<file path="src/hdl/bwtenc_pkg.sv">
// ----------------------------------------------------------------------------
// bwtenc_pkg
// Shared types and constants of the block Burrows-Wheeler encoder.
// ----------------------------------------------------------------------------
`timescale 1ns / 1ps

package bwtenc_pkg;

	// Largest block, and the widths that follow from it.
	localparam int BLOCK = 1024;
	localparam int IDX_W = $clog2(BLOCK);
	localparam int LEN_W = IDX_W + 1;
	localparam int EXT_W = LEN_W + 1;

	// Command queue between the front and the engine.
	localparam int QDEPTH = 4;
	localparam int QPTR_W = $clog2(QDEPTH);

	typedef enum logic {
		CMD_PUSH = 1'b0,
		CMD_PULL = 1'b1
	} cmd_t;

	// One queued transaction.
	typedef struct packed {
		cmd_t       cmd;
		logic [7:0] data;
		logic       eob;
	} qentry_t;

endpackage

</file>
<file path="src/hdl/bwtenc_front.sv">
// ----------------------------------------------------------------------------
// bwtenc_front
// Accepts input transactions, classifies them and queues them for the engine.
// ----------------------------------------------------------------------------
`timescale 1ns / 1ps

module bwtenc_front import bwtenc_pkg::*; (
	input  logic       clk,
	input  logic       arst_n,
	input  logic       in_valid,
	output logic       in_stall,
	input  logic       command,
	input  logic [7:0] data_byte,
	input  logic       end_of_block,
	input  logic       pop,
	output logic       nonempty,
	output qentry_t    head
);

	qentry_t             queue_q [QDEPTH];
	logic [QPTR_W-1:0]   wr_ptr_q;
	logic [QPTR_W-1:0]   rd_ptr_q;
	logic [QPTR_W:0]     count_q;
	logic                push_en;
	qentry_t             entry;

	// Classify the incoming transaction.
	always_comb begin
		entry.cmd  = command ? CMD_PULL : CMD_PUSH;
		entry.data = data_byte;
		entry.eob  = end_of_block;
	end

	assign in_stall = (count_q == (QPTR_W+1)'(QDEPTH));
	assign push_en  = in_valid && !in_stall;
	assign nonempty = (count_q != '0);
	assign head     = queue_q[rd_ptr_q];

	// Queue storage.
	always_ff @(posedge clk) begin
		if (push_en) begin
			queue_q[wr_ptr_q] <= entry;
		end
	end

	// Queue pointers and fill count.
	always_ff @(posedge clk or negedge arst_n) begin
		if (!arst_n) begin
			wr_ptr_q <= '0;
			rd_ptr_q <= '0;
			count_q  <= '0;
		end else begin
			if (push_en) begin
				wr_ptr_q <= wr_ptr_q + 1'b1;
			end
			if (pop) begin
				rd_ptr_q <= rd_ptr_q + 1'b1;
			end
			if (push_en && !pop) begin
				count_q <= count_q + 1'b1;
			end else if (pop && !push_en) begin
				count_q <= count_q - 1'b1;
			end
		end
	end

endmodule

</file>
<file path="config.mk">
export PLATFORM = sky130hd
export DESIGN_NAME = bwtenc_front
export DESIGN_NICKNAME = d
export VERILOG_FILES = /design/src/hdl/bwtenc_pkg.sv /design/src/hdl/bwtenc_front.sv
export SDC_FILE = /design/constraint.sdc
export NUM_CORES = 1
export LEC_CHECK = 0
export BUFFER_PORTS_ARGS = -buffer_cell sky130_fd_sc_hd__buf_2
export CAP_MARGIN = 25
export CORE_ASPECT_RATIO = 0.5
export CORE_MARGIN = 2
export CORE_UTILIZATION = 45
export CTS_BUF_LIST = sky130_fd_sc_hd__clkbuf_8
export DETAILED_ROUTE_END_ITERATION = 8
export GPL_ROUTABILITY_DRIVEN = 0
export PLACE_DENSITY_LB_ADDON = 0.2
export SLEW_MARGIN = 20
export SYNTH_ARGS = -nofsm -noshare
export SYNTH_HDL_FRONTEND = slang
export SYNTH_SLANG_ARGS = --single-unit
</file>
<file path="constraint.sdc">
create_clock -name clk -period 3.9 [get_ports clk]
set_clock_uncertainty 0.05 [all_clocks]
set_input_delay 0.39 -clock clk [delete_from_list [all_inputs] [get_ports clk]]
set_output_delay 0.39 -clock clk [all_outputs]
set_load 0.02 [all_outputs]
</file>
# --- Yosys cells after proc, flatten, opt, wreduce, memory -nomap -nowiden ---
# Memory sizes are Yosys's and may differ from the RTL's.
# Cells that the tools add are included.
word_totals:
  word_cells: 22
  output_inout_bits: 12
  ramBits: 40
  n_memories: 1
  reg_bits: 7
op_classes:
  n_eq_ne: 1
  n_mux: 5
  n_addsub: 4
  reduce_logical: 8
mem_list:
  columns: ["memory", "depth", "width", "read_ports", "rd_ports_with_merged_regs", "write_ports", "line_no", "text"]
  rows:
  - ["queue_q", 4, 10, 1, 0, 1, "bwtenc_front.sv:20", "qentry_t queue_q [QDEPTH];"]
op_table:
  columns: ["operator", "count"]
  rows:
  - ["two-way mux 3 bit", 2]
  - ["adder 2 x 1 -> 2 bit, second input constant", 2]
  - ["adder 3 x 1 -> 3 bit, second input constant", 1]
  - ["== test 3 bit, second input constant", 1]
  - ["logical AND 1 bit", 3]
  - ["logical NOT 1 bit", 3]
  - ["two-way mux 1 bit", 3]
  - ["nonzero test 3 bit", 1]
  - ["subtractor 3 x 1 -> 3 bit, second input constant", 1]
  - ["nonzero test 2 bit", 1]

# --- Longest topological paths before layout ---
depth:
  ltp_word: 7
  depth_mapped: 9

# --- Least setup slack after synthesis ---
# No wires, ideal clock.
synth_timing:
  kind: "flip-flop to flip-flop"
  start: "register count_q[0]"
  end: "register count_q[1]"
  n_path_buf: 1
  path_slack_ns: 1.847
  period_less_slack_ns: 2.053
  arrival_ns: 1.878
  stages_incl_launch_ff: 8
  path_cell_list: "dfrtp_1 > nor3b_4 > nor2b_2 > buf_6 > ha_1 > inv_1 > fa_1 > mux2_2"
synth_via:
  elab_chain_len: 6
synth_lines:
  columns: ["element", "line_no", "text"]
  rows:
  - ["from (decl)", "bwtenc_front.sv:23", "logic [QPTR_W:0] count_q;"]
  - ["from (signal assigned)", "bwtenc_front.sv:60", "count_q <= count_q + 1'b1;"]
  - ["from (signal assigned)", "bwtenc_front.sv:62", "count_q <= count_q - 1'b1;"]
  - ["== test 3 bit (*)", "bwtenc_front.sv:34", "assign in_stall = (count_q == (QPTR_W+1)'(QDEPTH));"]
  - ["via in_stall", "bwtenc_front.sv:11", "output logic in_stall,"]
  - ["logical NOT 1 bit (*)", "bwtenc_front.sv:35", "assign push_en = in_valid && !in_stall;"]
  - ["logical AND 1 bit (*)", "bwtenc_front.sv:35", null]
  - ["via push_en", "bwtenc_front.sv:24", "logic push_en;"]
  - ["logical NOT 1 bit", "bwtenc_front.sv:61", "end else if (pop && !push_en) begin"]
  - ["logical AND 1 bit", "bwtenc_front.sv:61", null]
  - ["nonzero test 2 bit (no source line)", null, null]
# The timed path passes the listed nets; every way through them passes the cells marked *. The select of a mux whose other input is x is not followed.
# A chain may end at the register's enable or synchronous reset.

==> impl_metrics.yaml <==
yosys:
  synth_area_sq_um: 1886
  syn_nets: 107
  syn_area_per_cell_sq_um: 21.67
  yosysWarnings: 0
  yosysSeqAreaShare_pct: 72.99
  syn_inst: 87
  synth-seq-cells: 47
  ys_types: 19
routing:
  num_vias: 840
  drt-pass1-iter-count: 4
  viasPerCell: 4.884
  wl_per_cell_um: 15.41
  drtAntennaViolNets: 0
  first_iter_violations: 39
  remaining_drc_errors: 0
  drt_wl_total_mm: 2.650
cells_and_area:
  multi_input_area_sq_um: 466.7
  syn_to_final_growth_pct: 15.26
  seq_area_sq_um: 1376
  final_core_util_pct: 54.83
  nets: 137
  drive_gt1_share_pct: 42.37
  final_common_cell: "edfxtp_1"
  nFillCells: 329
  diodes: 0
  final_cell_mix: "edfxtp_1, buf_2, mux4_2"
global_route:
  grt_pass1_wl_mm: 4.222
  grt_max_degree: 16
  grt_use_total_pct: 12.43
  grt_pass1_vias: 870
  antenna_found_initial: 0
  overflow: 0
critical_path:
  critPathArrivalTime_ns: 1.87
  critPathCaptureType: "primary output"
  cp-start-kind: "flip-flop"
  worstPathRequired_ns: 3.46
  path_max_fanout: 12
  path_class: "flip-flop to primary output"
timing:
  fin_hold_ws_ns: 0.2657
  hold_violations: 0
  rsz0062_at_grt: "no"
  setup_viol: 0
  fmax_mhz: 432.2
  slew_viol_final: 0
  min_period_over_period_pct: 59.33
  worst_slew_pin_slew_ns: 0.6650
  maxSlewHeadroom_pct: 55.67
  setup_tns_ns: 0
  final.min_clock_period_ns: 2.314
min_path:
  hold_path_class: "primary input to flip-flop"
clock_tree:
  cts.clk_slew.worst_paths_ns: 0.08
  cts_resized: 0
  htree_levels: 2
  cts_buffers: 5
  clock_path_buffers: 2
  cts-root-buf: "clkbuf_8"
  cts.sinks: 47
  clk_latency_ns: 0.29
  tritoncts: "done"
die:
  dieArea_sq_um: 4755
  start_util_pct: 47.57
  die_w_um: 95.55
  ioPinCount: 26
  fp-row-count: 16
  die_height_um: 49.77
  core_sq_um: 3964
outcome:
  outcome: "completed"
run:
  maxCapViolCount: 0
placed_design:
  port_buffers: 25
power:
  vdd_drop_max_v: 0.0003515
  p_leak_uw: 0.0008072
  power.density_nw_per_um2: 745.9
==> kinds of logic (layout without fill, tap and decap cells) <==
kind of cell | Yosys count | count (layout) | share of synthesized area [%]
AND/OR/NAND/NOR | 9 | 9 | 3.849
multiplexers | 12 | 12 | 13.74
adder cells (fa/ha/maj) | 6 | 6 | 4.380
flip-flops | 47 | 47 | 72.99
buffers and inverters | 7 | 38 | 2.256
XOR/XNOR | 6 | 6 | 2.788
==> routing by layer <==
metal	track usage, %	up-vias	part of all wire, %
li1	-	398	-
met1	16.13	424	48
met2	20.28	15	46
met3	4.893	3	4.5
met4	2.143	0	0.72
met5	0	-	0
==> worst max-delay path, stage by stage (launching register included) <==
cell	delay (ns)
dfrtp_1	0.78
mux4_1	0.63
buf_2	0.17
==> through the flow <==
step,power [uW],cell area [sq um],cells,worst slack (ns)
floorplan,1167,1886,87,1.847
global placement,1298,2051,163,1.857
detailed placement,1301,2051,163,1.863
CTS,1650,2173,172,1.532
global route,1724,2173,172,1.452
finish,1621,2173,172,1.586
==> cells in the mapped netlist <==
| cell type | instances | area share, % |
|---|---|---|
| and2_2 | 4 | 1.6 |
| buf_2 | 1 | 0.27 |
| buf_6 | 2 | 1.2 |
| dfrtp_1 | 7 | 9.3 |
| edfxtp_1 | 40 | 64 |
| fa_1 | 1 | 1.1 |
| ha_1 | 5 | 3.3 |
| inv_1 | 4 | 0.80 |
| mux2_2 | 1 | 0.60 |
| mux2_4 | 1 | 0.80 |
| mux4_1 | 2 | 2.8 |
| mux4_2 | 8 | 9.6 |
| nand2_1 | 1 | 0.20 |
| nor2_1 | 1 | 0.20 |
| nor2b_2 | 1 | 0.46 |
| nor3b_4 | 1 | 1.0 |
| or3_2 | 1 | 0.40 |
| xnor2_1 | 3 | 1.4 |
| xor2_1 | 3 | 1.4 |
==> sequential cells by signal, summed over array words and instances, names as in the netlist <==
signal,flops
queue_q,40
count_q,3
rd_ptr_q,2
wr_ptr_q,2
==> timing repair <==
action / 4_1_cts / 5_1_grt
hold buffers: 1 / 0
endpoints found under the hold margin: 7 / 0
setup buffers: 0 / 0
==> layout make-up <==
class / count / share of cell area, %
timing repair buffer: 26 / 6.218
inverter: 4 / 0.6908
clock inverter: 3 / 2.015
tap: 54 / 3.109
sequential: 47 / 63.33
clock buffer: 5 / 3.166
multi-input combinational: 33 / 21.47
==> path summary, 6_finish.rpt <==
check | start | endpoint | slack, ns | depth (start not counted)
worst min register to register | count_q[2]$_DFFE_PN0P_ | count_q[2]$_DFFE_PN0P_ | 0.44 | 1
worst max-delay path | rd_ptr_q[0]$_DFFE_PN0P_ | head[9] | 1.59 | 2
worst min-delay path | data_byte[2] | queue_q[0][3]$_DFFE_PP_ | 0.27 | 1
min in group asynchronous | arst_n | rd_ptr_q[0]$_DFFE_PN0P_ | 0.40 | 2
max in group asynchronous | arst_n | count_q[2]$_DFFE_PN0P_ | 3.22 | 2
worst max register to register | count_q[2]$_DFFE_PN0P_ | count_q[2]$_DFFE_PN0P_ | 1.86 | 8
==> report_power, final <==
group | internal, uW | total, uW | switching, uW | leakage (uW)
Combinational | 245 | 497 | 252 | 0.000301
Sequential | 676 | 779 | 103 | 0.000448
Clock | 191 | 345 | 155 | 0.0000581
Total | 1110 | 1620 | 509 | 0.000807
Note: power is estimated with default switching activity, not from simulation.
